## src/rtl/climate_hysteresis_controller_assert.svh

```systemverilog
// assertion macros used by the controller top level
`ifndef CLIMATE_HYSTERESIS_CONTROLLER_ASSERT_SVH
`define CLIMATE_HYSTERESIS_CONTROLLER_ASSERT_SVH

// clocked assertion with explicit clock and active-low reset
`define CHC_ASSERT_CLK(label, clk, rst_n, prop, msg) \
  label: assert property (@(posedge clk) disable iff (!rst_n) prop) else $error(msg);

// clocked assertion on the block clock and reset
`define CHC_ASSERT(label, prop, msg) \
  `CHC_ASSERT_CLK(label, clk_i, rst_ni, prop, msg)

`endif

```

## src/rtl/chc_pkg.sv

```systemverilog
// package with types, constants and register codes of the climate controller
`timescale 1ns / 1ps

package chc_pkg;

  localparam int HUM_W  = 10;
  localparam int TEMP_W = 12;
  localparam int ADC_W  = 10;

  localparam int EMA_FRAC_BITS = 8;
  localparam int GAS_W         = ADC_W + EMA_FRAC_BITS;
  localparam int SUM_W         = GAS_W + 3;
  localparam int DIV_SHIFT     = SUM_W + 3;
  localparam int unsigned DIV_RECIP = (2 ** DIV_SHIFT + 4) / 5;
  localparam int PROD_W        = SUM_W + DIV_SHIFT;

  localparam logic [GAS_W-1:0] GAS_MAX = {{ADC_W{1'b1}}, {EMA_FRAC_BITS{1'b0}}};

  localparam int WINDOW_TEMP_TENTHS = 240;
  localparam logic signed [TEMP_W-1:0] WINDOW_TEMP = TEMP_W'(WINDOW_TEMP_TENTHS);

  localparam int CFG_IDX_W  = 4;
  localparam int CFG_DATA_W = GAS_W;

  typedef enum logic [CFG_IDX_W-1:0] {
    REG_HUM_FAN_ON         = 4'd0,
    REG_HUM_FAN_OFF        = 4'd1,
    REG_HUM_HUMIDIFIER_ON  = 4'd2,
    REG_HUM_HUMIDIFIER_OFF = 4'd3,
    REG_FAN_TEMP_HI        = 4'd4,
    REG_FAN_TEMP_LO        = 4'd5,
    REG_GAS_ALARM_ON       = 4'd6,
    REG_GAS_ALARM_OFF      = 4'd7
  } reg_idx_e;

  typedef struct packed {
    logic [HUM_W-1:0]         hum_fan_on;
    logic [HUM_W-1:0]         hum_fan_off;
    logic [HUM_W-1:0]         hum_humidifier_on;
    logic [HUM_W-1:0]         hum_humidifier_off;
    logic signed [TEMP_W-1:0] fan_temp_hi;
    logic signed [TEMP_W-1:0] fan_temp_lo;
    logic [GAS_W-1:0]         gas_alarm_on;
    logic [GAS_W-1:0]         gas_alarm_off;
  } cfg_t;

  localparam cfg_t CFG_RESET = '{
    hum_fan_on:         HUM_W'(600),
    hum_fan_off:        HUM_W'(550),
    hum_humidifier_on:  HUM_W'(400),
    hum_humidifier_off: HUM_W'(450),
    fan_temp_hi:        TEMP_W'(240),
    fan_temp_lo:        TEMP_W'(230),
    gas_alarm_on:       GAS_W'(78566),
    gas_alarm_off:      GAS_W'(70710)
  };

  localparam logic [HUM_W-1:0]         HELD_HUM_RESET  = HUM_W'(500);
  localparam logic signed [TEMP_W-1:0] HELD_TEMP_RESET = TEMP_W'(220);

  typedef struct packed {
    logic fan;
    logic humidifier;
    logic alarm;
  } flags_t;

  typedef struct packed {
    logic [HUM_W-1:0]         humidity_in;
    logic signed [TEMP_W-1:0] temperature_in;
    logic                     reading_valid;
    logic [ADC_W-1:0]         gas_sample;
  } in_beat_t;

  typedef struct packed {
    logic                     fan_on;
    logic                     humidifier_on;
    logic                     alarm_on;
    logic                     window_open;
    logic                     valid_out;
    logic [HUM_W-1:0]         humidity_used;
    logic signed [TEMP_W-1:0] temperature_used;
    logic [GAS_W-1:0]         gas_level;
  } out_beat_t;

endpackage

```

## src/rtl/chc_in_if.sv

```systemverilog
// sample channel interface
`timescale 1ns / 1ps

interface chc_in_if import chc_pkg::*; ();
  logic     valid;
  logic     ready;
  in_beat_t data;

  modport source (output valid, output data, input ready);
  modport sink   (input valid, input data, output ready);
endinterface

```

## src/rtl/chc_out_if.sv

```systemverilog
// result channel interface
`timescale 1ns / 1ps

interface chc_out_if import chc_pkg::*; ();
  logic      valid;
  logic      ready;
  out_beat_t data;

  modport source (output valid, output data, input ready);
  modport sink   (input valid, input data, output ready);
endinterface

```

## src/rtl/chc_cfg_regs.sv

```systemverilog
// threshold register file with plain write port
`timescale 1ns / 1ps

module chc_cfg_regs import chc_pkg::*; (
  input  logic                  clk_i,
  input  logic                  rst_ni,
  input  logic                  cfg_we_i,
  input  logic [CFG_IDX_W-1:0]  cfg_idx_i,
  input  logic [CFG_DATA_W-1:0] cfg_wdata_i,
  output cfg_t                  cfg_o
);

  cfg_t cfg_q, cfg_d;

  always_comb begin
    cfg_d = cfg_q;
    if (cfg_we_i) begin
      unique case (cfg_idx_i)
        REG_HUM_FAN_ON:         cfg_d.hum_fan_on         = cfg_wdata_i[HUM_W-1:0];
        REG_HUM_FAN_OFF:        cfg_d.hum_fan_off        = cfg_wdata_i[HUM_W-1:0];
        REG_HUM_HUMIDIFIER_ON:  cfg_d.hum_humidifier_on  = cfg_wdata_i[HUM_W-1:0];
        REG_HUM_HUMIDIFIER_OFF: cfg_d.hum_humidifier_off = cfg_wdata_i[HUM_W-1:0];
        REG_FAN_TEMP_HI:        cfg_d.fan_temp_hi        = cfg_wdata_i[TEMP_W-1:0];
        REG_FAN_TEMP_LO:        cfg_d.fan_temp_lo        = cfg_wdata_i[TEMP_W-1:0];
        REG_GAS_ALARM_ON:       cfg_d.gas_alarm_on       = cfg_wdata_i[GAS_W-1:0];
        REG_GAS_ALARM_OFF:      cfg_d.gas_alarm_off      = cfg_wdata_i[GAS_W-1:0];
        default: ;
      endcase
    end
  end

  always_ff @(posedge clk_i or negedge rst_ni) begin
    if (!rst_ni) begin
      cfg_q <= CFG_RESET;
    end else begin
      cfg_q <= cfg_d;
    end
  end

  assign cfg_o = cfg_q;

endmodule

```

## src/rtl/chc_gas_ema.sv

```systemverilog
// gas exponential average, alpha one fifth, divide by reciprocal multiply
`timescale 1ns / 1ps

module chc_gas_ema import chc_pkg::*; (
  input  logic [ADC_W-1:0] gas_sample_i,
  input  logic [GAS_W-1:0] avg_i,
  output logic [GAS_W-1:0] avg_o
);

  logic [GAS_W-1:0]  scaled;
  logic [GAS_W-1:0]  seed;
  logic [SUM_W-1:0]  sum;
  logic [PROD_W-1:0] prod;

  always_comb begin
    scaled = {gas_sample_i, {EMA_FRAC_BITS{1'b0}}};
    seed   = (avg_i == '0) ? scaled : avg_i;
    sum    = SUM_W'(scaled) + SUM_W'({seed, 2'b00});
    prod   = PROD_W'(sum) * PROD_W'(DIV_RECIP);
    avg_o  = prod[DIV_SHIFT +: GAS_W];
  end

endmodule

```

## src/rtl/chc_hyst.sv

```systemverilog
// hysteresis latches for fan, humidifier and gas alarm plus window command
`timescale 1ns / 1ps

module chc_hyst import chc_pkg::*; (
  input  cfg_t                     cfg_i,
  input  flags_t                   flags_i,
  input  logic [HUM_W-1:0]         hum_i,
  input  logic signed [TEMP_W-1:0] temp_i,
  input  logic [GAS_W-1:0]         gas_i,
  output flags_t                   flags_o,
  output logic                     window_o
);

  logic fan_hum, fan_temp, humid, alarm;

  always_comb begin
    // humidity fan latch
    fan_hum = flags_i.fan;
    if (!flags_i.fan && hum_i >= cfg_i.hum_fan_on) begin
      fan_hum = 1'b1;
    end else if (flags_i.fan && hum_i < cfg_i.hum_fan_off) begin
      fan_hum = 1'b0;
    end

    // temperature fan latch
    fan_temp = fan_hum;
    if (!fan_hum && temp_i > cfg_i.fan_temp_hi) begin
      fan_temp = 1'b1;
    end else if (fan_hum && temp_i < cfg_i.fan_temp_lo) begin
      fan_temp = 1'b0;
    end

    humid = flags_i.humidifier;
    if (!flags_i.humidifier && hum_i <= cfg_i.hum_humidifier_on) begin
      humid = 1'b1;
    end else if (flags_i.humidifier && hum_i > cfg_i.hum_humidifier_off) begin
      humid = 1'b0;
    end
    if (fan_temp) begin
      humid = 1'b0;
    end

    alarm = flags_i.alarm;
    if (!flags_i.alarm && gas_i >= cfg_i.gas_alarm_on) begin
      alarm = 1'b1;
    end else if (flags_i.alarm && gas_i < cfg_i.gas_alarm_off) begin
      alarm = 1'b0;
    end

    flags_o.fan        = fan_temp | alarm;
    flags_o.humidifier = humid;
    flags_o.alarm      = alarm;
    window_o           = fan_temp | alarm | (temp_i >= WINDOW_TEMP);
  end

endmodule

```

## src/rtl/climate_hysteresis_controller.sv

```systemverilog
// top level of the climate hysteresis controller
`timescale 1ns / 1ps

// One sample beat gives one result beat. A sample is registered on entry and its result
// is computed into the output register when the output stage can take it, where the held
// reading, the gas average and the three latches are updated at the same edge; one
// sample is taken every cycle while the result side keeps taking beats. The result
// stage does the state update: gas average, reciprocal divide by five and the latch
// compares. A sample with reading_valid low reuses the last good humidity and
// temperature. The user must write thresholds through the cfg port only while no beat
// is in flight; the block does not enforce it. An index above the register list is ignored.

module climate_hysteresis_controller import chc_pkg::*; (
  input  logic                  clk_i,
  input  logic                  rst_ni,
  input  logic                  cfg_we_i,
  input  logic [CFG_IDX_W-1:0]  cfg_idx_i,
  input  logic [CFG_DATA_W-1:0] cfg_wdata_i,
  chc_in_if.sink                sample_i,
  chc_out_if.source             result_o
);

`include "climate_hysteresis_controller_assert.svh"

  cfg_t cfg;

  logic      s1_v_q;
  in_beat_t  s1_q;
  logic      out_v_q;
  out_beat_t out_q, out_d;

  logic [HUM_W-1:0]         held_hum_q, held_hum_d;
  logic signed [TEMP_W-1:0] held_temp_q, held_temp_d;
  logic [GAS_W-1:0]         gas_avg_q, gas_avg_d;
  flags_t                   flags_q, flags_d;
  logic                     window;

  logic advance;
  logic take;

  chc_cfg_regs u_cfg (
    .clk_i       (clk_i),
    .rst_ni      (rst_ni),
    .cfg_we_i    (cfg_we_i),
    .cfg_idx_i   (cfg_idx_i),
    .cfg_wdata_i (cfg_wdata_i),
    .cfg_o       (cfg)
  );

  assign advance        = s1_v_q && (!out_v_q || result_o.ready);
  assign sample_i.ready = !s1_v_q || advance;
  assign take           = sample_i.valid && sample_i.ready;

  always_comb begin
    held_hum_d  = held_hum_q;
    held_temp_d = held_temp_q;
    if (s1_q.reading_valid) begin
      held_hum_d  = s1_q.humidity_in;
      held_temp_d = s1_q.temperature_in;
    end
  end

  chc_gas_ema u_ema (
    .gas_sample_i (s1_q.gas_sample),
    .avg_i        (gas_avg_q),
    .avg_o        (gas_avg_d)
  );

  chc_hyst u_hyst (
    .cfg_i    (cfg),
    .flags_i  (flags_q),
    .hum_i    (held_hum_d),
    .temp_i   (held_temp_d),
    .gas_i    (gas_avg_d),
    .flags_o  (flags_d),
    .window_o (window)
  );

  always_comb begin
    out_d.fan_on           = flags_d.fan;
    out_d.humidifier_on    = flags_d.humidifier;
    out_d.alarm_on         = flags_d.alarm;
    out_d.window_open      = window;
    out_d.valid_out        = s1_q.reading_valid;
    out_d.humidity_used    = held_hum_d;
    out_d.temperature_used = held_temp_d;
    out_d.gas_level        = gas_avg_d;
  end

  // control and state
  always_ff @(posedge clk_i or negedge rst_ni) begin
    if (!rst_ni) begin
      s1_v_q      <= 1'b0;
      out_v_q     <= 1'b0;
      held_hum_q  <= HELD_HUM_RESET;
      held_temp_q <= HELD_TEMP_RESET;
      gas_avg_q   <= '0;
      flags_q     <= '0;
    end else begin
      if (sample_i.ready) begin
        s1_v_q <= sample_i.valid;
      end
      if (advance) begin
        out_v_q     <= 1'b1;
        held_hum_q  <= held_hum_d;
        held_temp_q <= held_temp_d;
        gas_avg_q   <= gas_avg_d;
        flags_q     <= flags_d;
      end else if (result_o.ready) begin
        out_v_q <= 1'b0;
      end
    end
  end

  // payload
  always_ff @(posedge clk_i) begin
    if (take) begin
      s1_q <= sample_i.data;
    end
    if (advance) begin
      out_q <= out_d;
    end
  end

  assign result_o.valid = out_v_q;
  assign result_o.data  = out_q;

  `CHC_ASSERT(a_gas_bounded, gas_avg_q <= GAS_MAX, "gas average above full scale")
  `CHC_ASSERT(a_alarm_forces_fan, out_v_q && out_q.alarm_on |-> out_q.fan_on, "alarm without fan")
  `CHC_ASSERT(a_humid_excl_fan, out_v_q && out_q.humidifier_on && !out_q.alarm_on |-> !out_q.fan_on, "fan and humidifier together")
  `CHC_ASSERT(a_advance_shows, advance |=> out_v_q && out_q.gas_level == gas_avg_q, "result beat lost")

endmodule

```

## src/flat_wrapper.sv

```systemverilog
// flat-port wrapper written by rule: the top's interface ports become plain ports
module climate_hysteresis_controller_flat import chc_pkg::*;
  (clk_i, rst_ni, cfg_we_i, cfg_idx_i, cfg_wdata_i, sample_i_valid, sample_i_data, sample_i_ready, result_o_valid, result_o_data, result_o_ready);
  chc_in_if sample_i_i ();
  chc_out_if result_o_i ();
  input  logic clk_i;
  input  logic rst_ni;
  input  logic cfg_we_i;
  input  logic [CFG_IDX_W-1:0] cfg_idx_i;
  input  logic [CFG_DATA_W-1:0] cfg_wdata_i;
  input wire logic [$bits(sample_i_i.valid)-1:0] sample_i_valid;
  input wire logic [$bits(sample_i_i.data)-1:0] sample_i_data;
  output wire logic [$bits(sample_i_i.ready)-1:0] sample_i_ready;
  output wire logic [$bits(result_o_i.valid)-1:0] result_o_valid;
  output wire logic [$bits(result_o_i.data)-1:0] result_o_data;
  input wire logic [$bits(result_o_i.ready)-1:0] result_o_ready;
  assign sample_i_i.valid = sample_i_valid;
  assign sample_i_i.data = sample_i_data;
  assign sample_i_ready = sample_i_i.ready;
  assign result_o_valid = result_o_i.valid;
  assign result_o_data = result_o_i.data;
  assign result_o_i.ready = result_o_ready;
  climate_hysteresis_controller u_core (.clk_i(clk_i), .rst_ni(rst_ni), .cfg_we_i(cfg_we_i), .cfg_idx_i(cfg_idx_i), .cfg_wdata_i(cfg_wdata_i), .sample_i(sample_i_i), .result_o(result_o_i));
endmodule
```

## config.mk

```make
export PLATFORM = sky130hd
export DESIGN_NAME = climate_hysteresis_controller_flat
export DESIGN_NICKNAME = d
export VERILOG_FILES = /design/src/rtl/chc_pkg.sv /design/src/rtl/chc_in_if.sv /design/src/rtl/chc_out_if.sv /design/src/rtl/chc_cfg_regs.sv /design/src/rtl/chc_gas_ema.sv /design/src/rtl/chc_hyst.sv /design/src/rtl/climate_hysteresis_controller.sv /design/src/flat_wrapper.sv
export VERILOG_INCLUDE_DIRS = /design/src /design/src/rtl
export SDC_FILE = /design/constraint.sdc
export NUM_CORES = 1
export LEC_CHECK = 0
export ABC_AREA = 1
export BUFFER_PORTS_ARGS = -buffer_cell sky130_fd_sc_hd__buf_2
export CELL_PAD_IN_SITES_DETAIL_PLACEMENT = 0
export CELL_PAD_IN_SITES_GLOBAL_PLACEMENT = 1
export CORE_MARGIN = 2
export CORE_UTILIZATION = 52
export CTS_CLUSTER_SIZE = 24
export DETAILED_ROUTE_END_ITERATION = 16
export GPL_ROUTABILITY_DRIVEN = 0
export GPL_TIMING_DRIVEN = 0
export PLACE_DENSITY_LB_ADDON = 0.08
export SETUP_SLACK_MARGIN = 0.02
export SLEW_MARGIN = 0
export SYNTH_ARGS = -nofsm -noshare
export SYNTH_HDL_FRONTEND = slang
export SYNTH_SLANG_ARGS = --single-unit
```

## constraint.sdc

```tcl
create_clock -name clk_i -period 18 [get_ports clk_i]
set_input_delay 0.9 -clock clk_i [delete_from_list [all_inputs] [get_ports clk_i]]
set_output_delay 0.9 -clock clk_i [all_outputs]
set_load 0.005 [all_outputs]
```

Word-level counts from Yosys, hierarchy flattened
Cells that the tools add are included.
- output and inout port bits: 47
- input bits: 60
- logic and storage cells: 91
- bits in registers: 223
- multiply operators: 1
- add/subtract/negate cells: 1
- reductions and logical operators: 29
- eq/ne operators: 7
- magnitude comparators: 9
- bitwise operators: 2
- muxes and demuxes: 14
- operator list (cell ; number):
    21-bit by 20-bit multiplier with 40-bit output, second input constant ; 1
    18-bit by 20-bit adder with 21-bit output ; 1
    18-bit greater-or-equal comparator ; 1
    18-bit zero test ; 1
    18-bit < comparator ; 1
    18-bit two-way mux ; 1
    4-bit by 3-bit equality test with 1-bit output, second input constant ; 4
    2-bit AND reduction ; 8
    12-bit by 9-bit greater-or-equal comparator with 1-bit output, second input constant ; 1
    12-bit > comparator ; 1
    12-bit < comparator ; 1
    12-bit two-way mux ; 1
    1-bit two-way mux ; 11
    10-bit greater-or-equal comparator ; 1
    10-bit > comparator ; 1
    10-bit less-or-equal comparator ; 1
    1-bit logical AND ; 10
    10-bit < comparator ; 1
    10-bit two-way mux ; 1
    4-bit by 2-bit equality test with 1-bit output, second input constant ; 2
    1-bit zero test ; 6
    4-bit by 1-bit equality test with 1-bit output, second input constant ; 1
    4-bit zero test ; 1
    1-bit logical OR ; 2
    2 further kinds ; 3

Logic depth before layout (Yosys ltp)
- depth after elaboration: 10
- mapped depth: 55
- mapped depth without buffers: 54

Cells and area by module
From an unflattened synthesis, not the netlist that was laid out.
- cell total of the unflattened synthesis: 2318
- area total of the unflattened synthesis: 19576.3 µm²
- by module, submodules not included (module ; sequential area each (µm²) ; cells an instance ; area an instance (µm²) ; times used):
    chc_gas_ema ; 0.0 ; 1034 ; 8145.3 ; 1
    climate_hysteresis_controller ; 3482.1 ; 344 ; 4420.5 ; 1
    chc_cfg_regs ; 2552.4 ; 477 ; 4216.5 ; 1
    chc_hyst ; 0.0 ; 463 ; 2793.9 ; 1

Least setup slack after synthesis
OpenSTA, ideal clock, no wires.
- path kind: register to register
- start point: reg u_core.gas_avg_q[2]
- end point: reg u_core.flags_q[2] (netlist name)
- buffers on the path: 1
- arrival time: 8038 ps
- setup time: 71 ps
- data required time: 17929 ps
- clock period less this slack: 8109 ps
- path slack: 9891 ps
- stages on the path, launching flop included: 52
- path through: dfrtp_1 -> nor2_1 -> nand2_1 -> nor3_1 -> and2_1 -> buf_6 -> nand2_1 -> nand2_1 -> ha_1 -> a21oi_2 -> nand2_2 -> nand2_2 -> nand2_1 -> nand2_2 -> nand2_1 -> a21oi_4 -> xor2_2 -> inv_2 -> [16 not listed] -> nand2_1 -> inv_2 -> nor2_1 -> o21ai_1 -> xor2_1 -> inv_1 -> ha_1 -> nand2_1 -> or2_2 -> nand2_1 -> nand4_1 -> nand3_1 -> a21oi_1 -> nand4_1 -> nand2_1 -> nand2_1 -> nand2_1 -> nand2_1
- RTL lines (what ; line ; source):
    from (decl) ; climate_hysteresis_controller.sv:34 ; logic [GAS_W-1:0] gas_avg_q, gas_avg_d;
    from (signal assigned) ; climate_hysteresis_controller.sv:107 ; gas_avg_q <= gas_avg_d;
    to (signal assigned) ; climate_hysteresis_controller.sv:108 ; flags_q <= flags_d;
    to (decl) ; climate_hysteresis_controller.sv:35 ; flags_t flags_q, flags_d;

==> metrics <==
Syn Std Cell Area=18600 µm²; floorplan row count=69; Setup violations, final=0; count of buffers added by post-CTS timing repair for setup=0; count of nets after finishing=2687; first-pass GRT wire length=79900 µm; number of iterations in the first detailed-routing pass=5; # IOs=107; maximum number of pins on one net before global-route repair=96; Clock transition at path regs=0.07 ns; clk_lat worst skew=0.52 ns; routed via count=14085; clock buffer count from CTS=25; Total Routed Length=50200 µm; clock tree from TritonCTS=done; headroom to the max-slew limit=0.0515; final sum of negative setup slack=0 ns; Net Count, Synth=2550; CP Launch Type=register; Tmin final=10.21 ns; quantity of gates resized following cts=0; antenna diode count=0; Root Buffer Master=clkbuf_16; Ys Warns=0; endpoint kind of the worst setup timing path=register; required time of the worst setup path=18.23 ns; Die Y-Extent=193 µm; horizontal die dimension=193 µm; share of synthesized registers carrying an async set or reset=0.650; average wire length per cell after detail routing=18.7 µm; detailed placement HPWL=41000 µm; filler instances=3247; Max Root-Sink Buffers=3; worst slew pin tran=1.41 ns; average footprint of a synthesized cell=9.01 µm²; delay of the slowest cell on the worst path=0.71 ns; antenna violations before repair=0; number of violations of the max-capacitance limit=0; critical path's most frequent cell=nand2_1; top flip-flop cell by instance count after synthesis=dfrtp_1; first-iteration detailed-routing DRC count=696; Synth Register Bits=223; effective utilization at floorplan=0.526; run status=completed; WP data arrival=10.44 ns; classification of the worst-slack hold path=primary input to asynchronous set/reset pin; type of the setup path with the least slack=register to register; gate count after technology mapping=2068; core outline area=35400 µm²; vias in the first global route=14358; count of cell types in the netlist=53; hold-fix buffers at CTS=0; number of failing hold endpoints at the final stage=0; fraction of final layout cells sized beyond drive strength 1=0.108; final design utilization=0.583; number of enable-type register cells in the synthesized netlist=78; Routed Antenna Nets=0; crit-path max FO=10; Critical Path Slowest Stage Cell=xor2_1; count of port buffers added during placement=105; final clock period utilization by the worst path=0.567; via count normalized by instance count=5.25; clock tree skew after final layout=0.0112 ns; synthesis-to-finish area growth=10.7%; GRT Overall Usage=0.276; Num Clock Sinks=223; RSZ-0062 raised after global routing=no; die area=37400 µm²; total congestion overflow after global routing=0; DRC violations left=0; H-tree depth=1; fin. max-slew vios=0; sequential-to-total area share from yosys stat=0.324; Highest Clock Rate=97.9 MHz
==> worst max-delay path: cells and delay by family, from the launching register on <==
family | cells | cell delay [ns]
xor+xnor | 2 | 1.31
buf+inv | 5 | 0.47
fa+ha+maj | 10 | 4.61
flops | 1 | 0.41
compound gates | 6 | 0.98
simple gates | 18 | 2.15
==> sequential cells by signal (all words and copies together), names as in the netlist <==
register and cells:
u_core.gas_avg_q 18, u_core.held_hum_q 10, u_core.s1_v_q 1, u_core.result_o.data 45, u_core.out_d 1, u_core.result_o.valid 1
u_core.u_cfg.cfg_o 100, u_core.s1_q 32, u_core.held_temp_q 12, u_core.flags_q 3
==> metal layers <==
metal	vias to the layer above	share of wire	GRT usage
met5	-	0	0
met4	0	0.041	0.107
met3	85	0.037	0.0204
met2	331	0.48	0.467
met1	6780	0.44	0.371
li1	6889	-	-
==> logic make-up after synthesis <==
group                    Yosys count  share of synthesized area
XOR/XNOR                          30                     0.0156
AO/OA/AOI/OAI                    311                     0.0901
adder cells (fa/ha/maj)          422                      0.336
buffers and inverters            490                      0.100
flip-flops                       223                      0.324
AND/OR/NAND/NOR                  592                      0.134
==> area by class of cell <==
cell class                 count  area, µm²  share of cell area
sequential                   223       6030               0.293
buffer                        42        188             0.00910
timing repair buffer         110        589              0.0286
clock buffer                  36        698              0.0338
multi-input combinational   1355      10700               0.520
clock inverter                 9        130             0.00631
tap                          461        577              0.0280
inverter                     448       1680              0.0815
==> cells in the final DEF (no fill, tap or decap), types with 5 or more instances in the layout <==
cell type and instances:
clkbuf_16 26, xor2_1 23, a21o_1 6, o21ai_1 14
a21oi_1 90, a211oi_1 6, inv_1 440, nor2_1 71
nand3_1 44, edfxtp_1 78, nor3_1 13, buf_2 106
nor4_1 9, o21a_1 8, o21ai_0 163, and2_1 5
nand2_1 400, inv_2 8, nand2_4 5, dfstp_2 51
ha_1 291, clkbuf_1 43, fa_1 131, or2_2 8
nand4_1 21, dfrtp_1 94
==> path summary, 6_finish.rpt <==
check / slack [ns] / cells after the start / start / to
setup / recovery: 7.79 / 41 / u_core.gas_avg_q[2] / u_core.result_o.data[41]
hold / removal: 0.34 / 1 / rst_ni / u_core.u_cfg.cfg_o[95]
setup reg to reg: 7.79 / 41 / u_core.gas_avg_q[2] / u_core.result_o.data[41]
hold reg to reg: 0.48 / 2 / u_core.u_cfg.cfg_o[12] / u_core.u_cfg.cfg_o[12]
max in group asynchronous: 16.78 / 2 / rst_ni / u_core.u_cfg.cfg_o[34]
min in group clk_i: 0.48 / 2 / u_core.u_cfg.cfg_o[12] / u_core.u_cfg.cfg_o[12]
==> metrics by stage <==
step           cell area [µm²]  hold slack, ns  instances  worst slack (ns)
3_5_place_dp             19800           0.468       2639              7.88
4_1_cts                  20600           0.341       2684              7.82
2_1_floorplan            18600           0.448       2068              9.89
5_1_grt                  20600           0.366       2684              7.17
3_3_place_gp             19700           0.463       2634              7.83
6_report                 20600           0.337       2684              7.79
==> synthesized netlist by cell type (3+ instances only) <==
library cell  instances  area share
o21ai_0             169       0.045
o21a_1                8      0.0032
nand2_4               5      0.0030
o21ai_1               8      0.0021
dfstp_2              51       0.072
edfxtp_1             78        0.13
nand2_2               4      0.0013
nor4_1                9      0.0030
or2_2                 8      0.0027
xor2_1               23       0.011
ha_1                291        0.20
and2_1                5      0.0017
nand2_1             400       0.081
a21oi_1              90       0.024
fa_1                131        0.14
o31ai_1               3      0.0012
a211oi_1              6      0.0024
nor2_2                4      0.0013
xnor2_1               4      0.0019
a31oi_1               4      0.0013
o21bai_1              4      0.0016
nor2_1               71       0.014
inv_2                 7      0.0014
nor3_1               13      0.0035
nand3_1              44       0.012
nand4_1              21      0.0071
a21o_1                6      0.0024
dfrtp_1              94        0.13
clkbuf_1             35      0.0071
inv_1               441       0.089
Power is left out: the tool's default activity adds up to more than one toggle a clock period on the data nets, which glitch-free logic cannot reach.
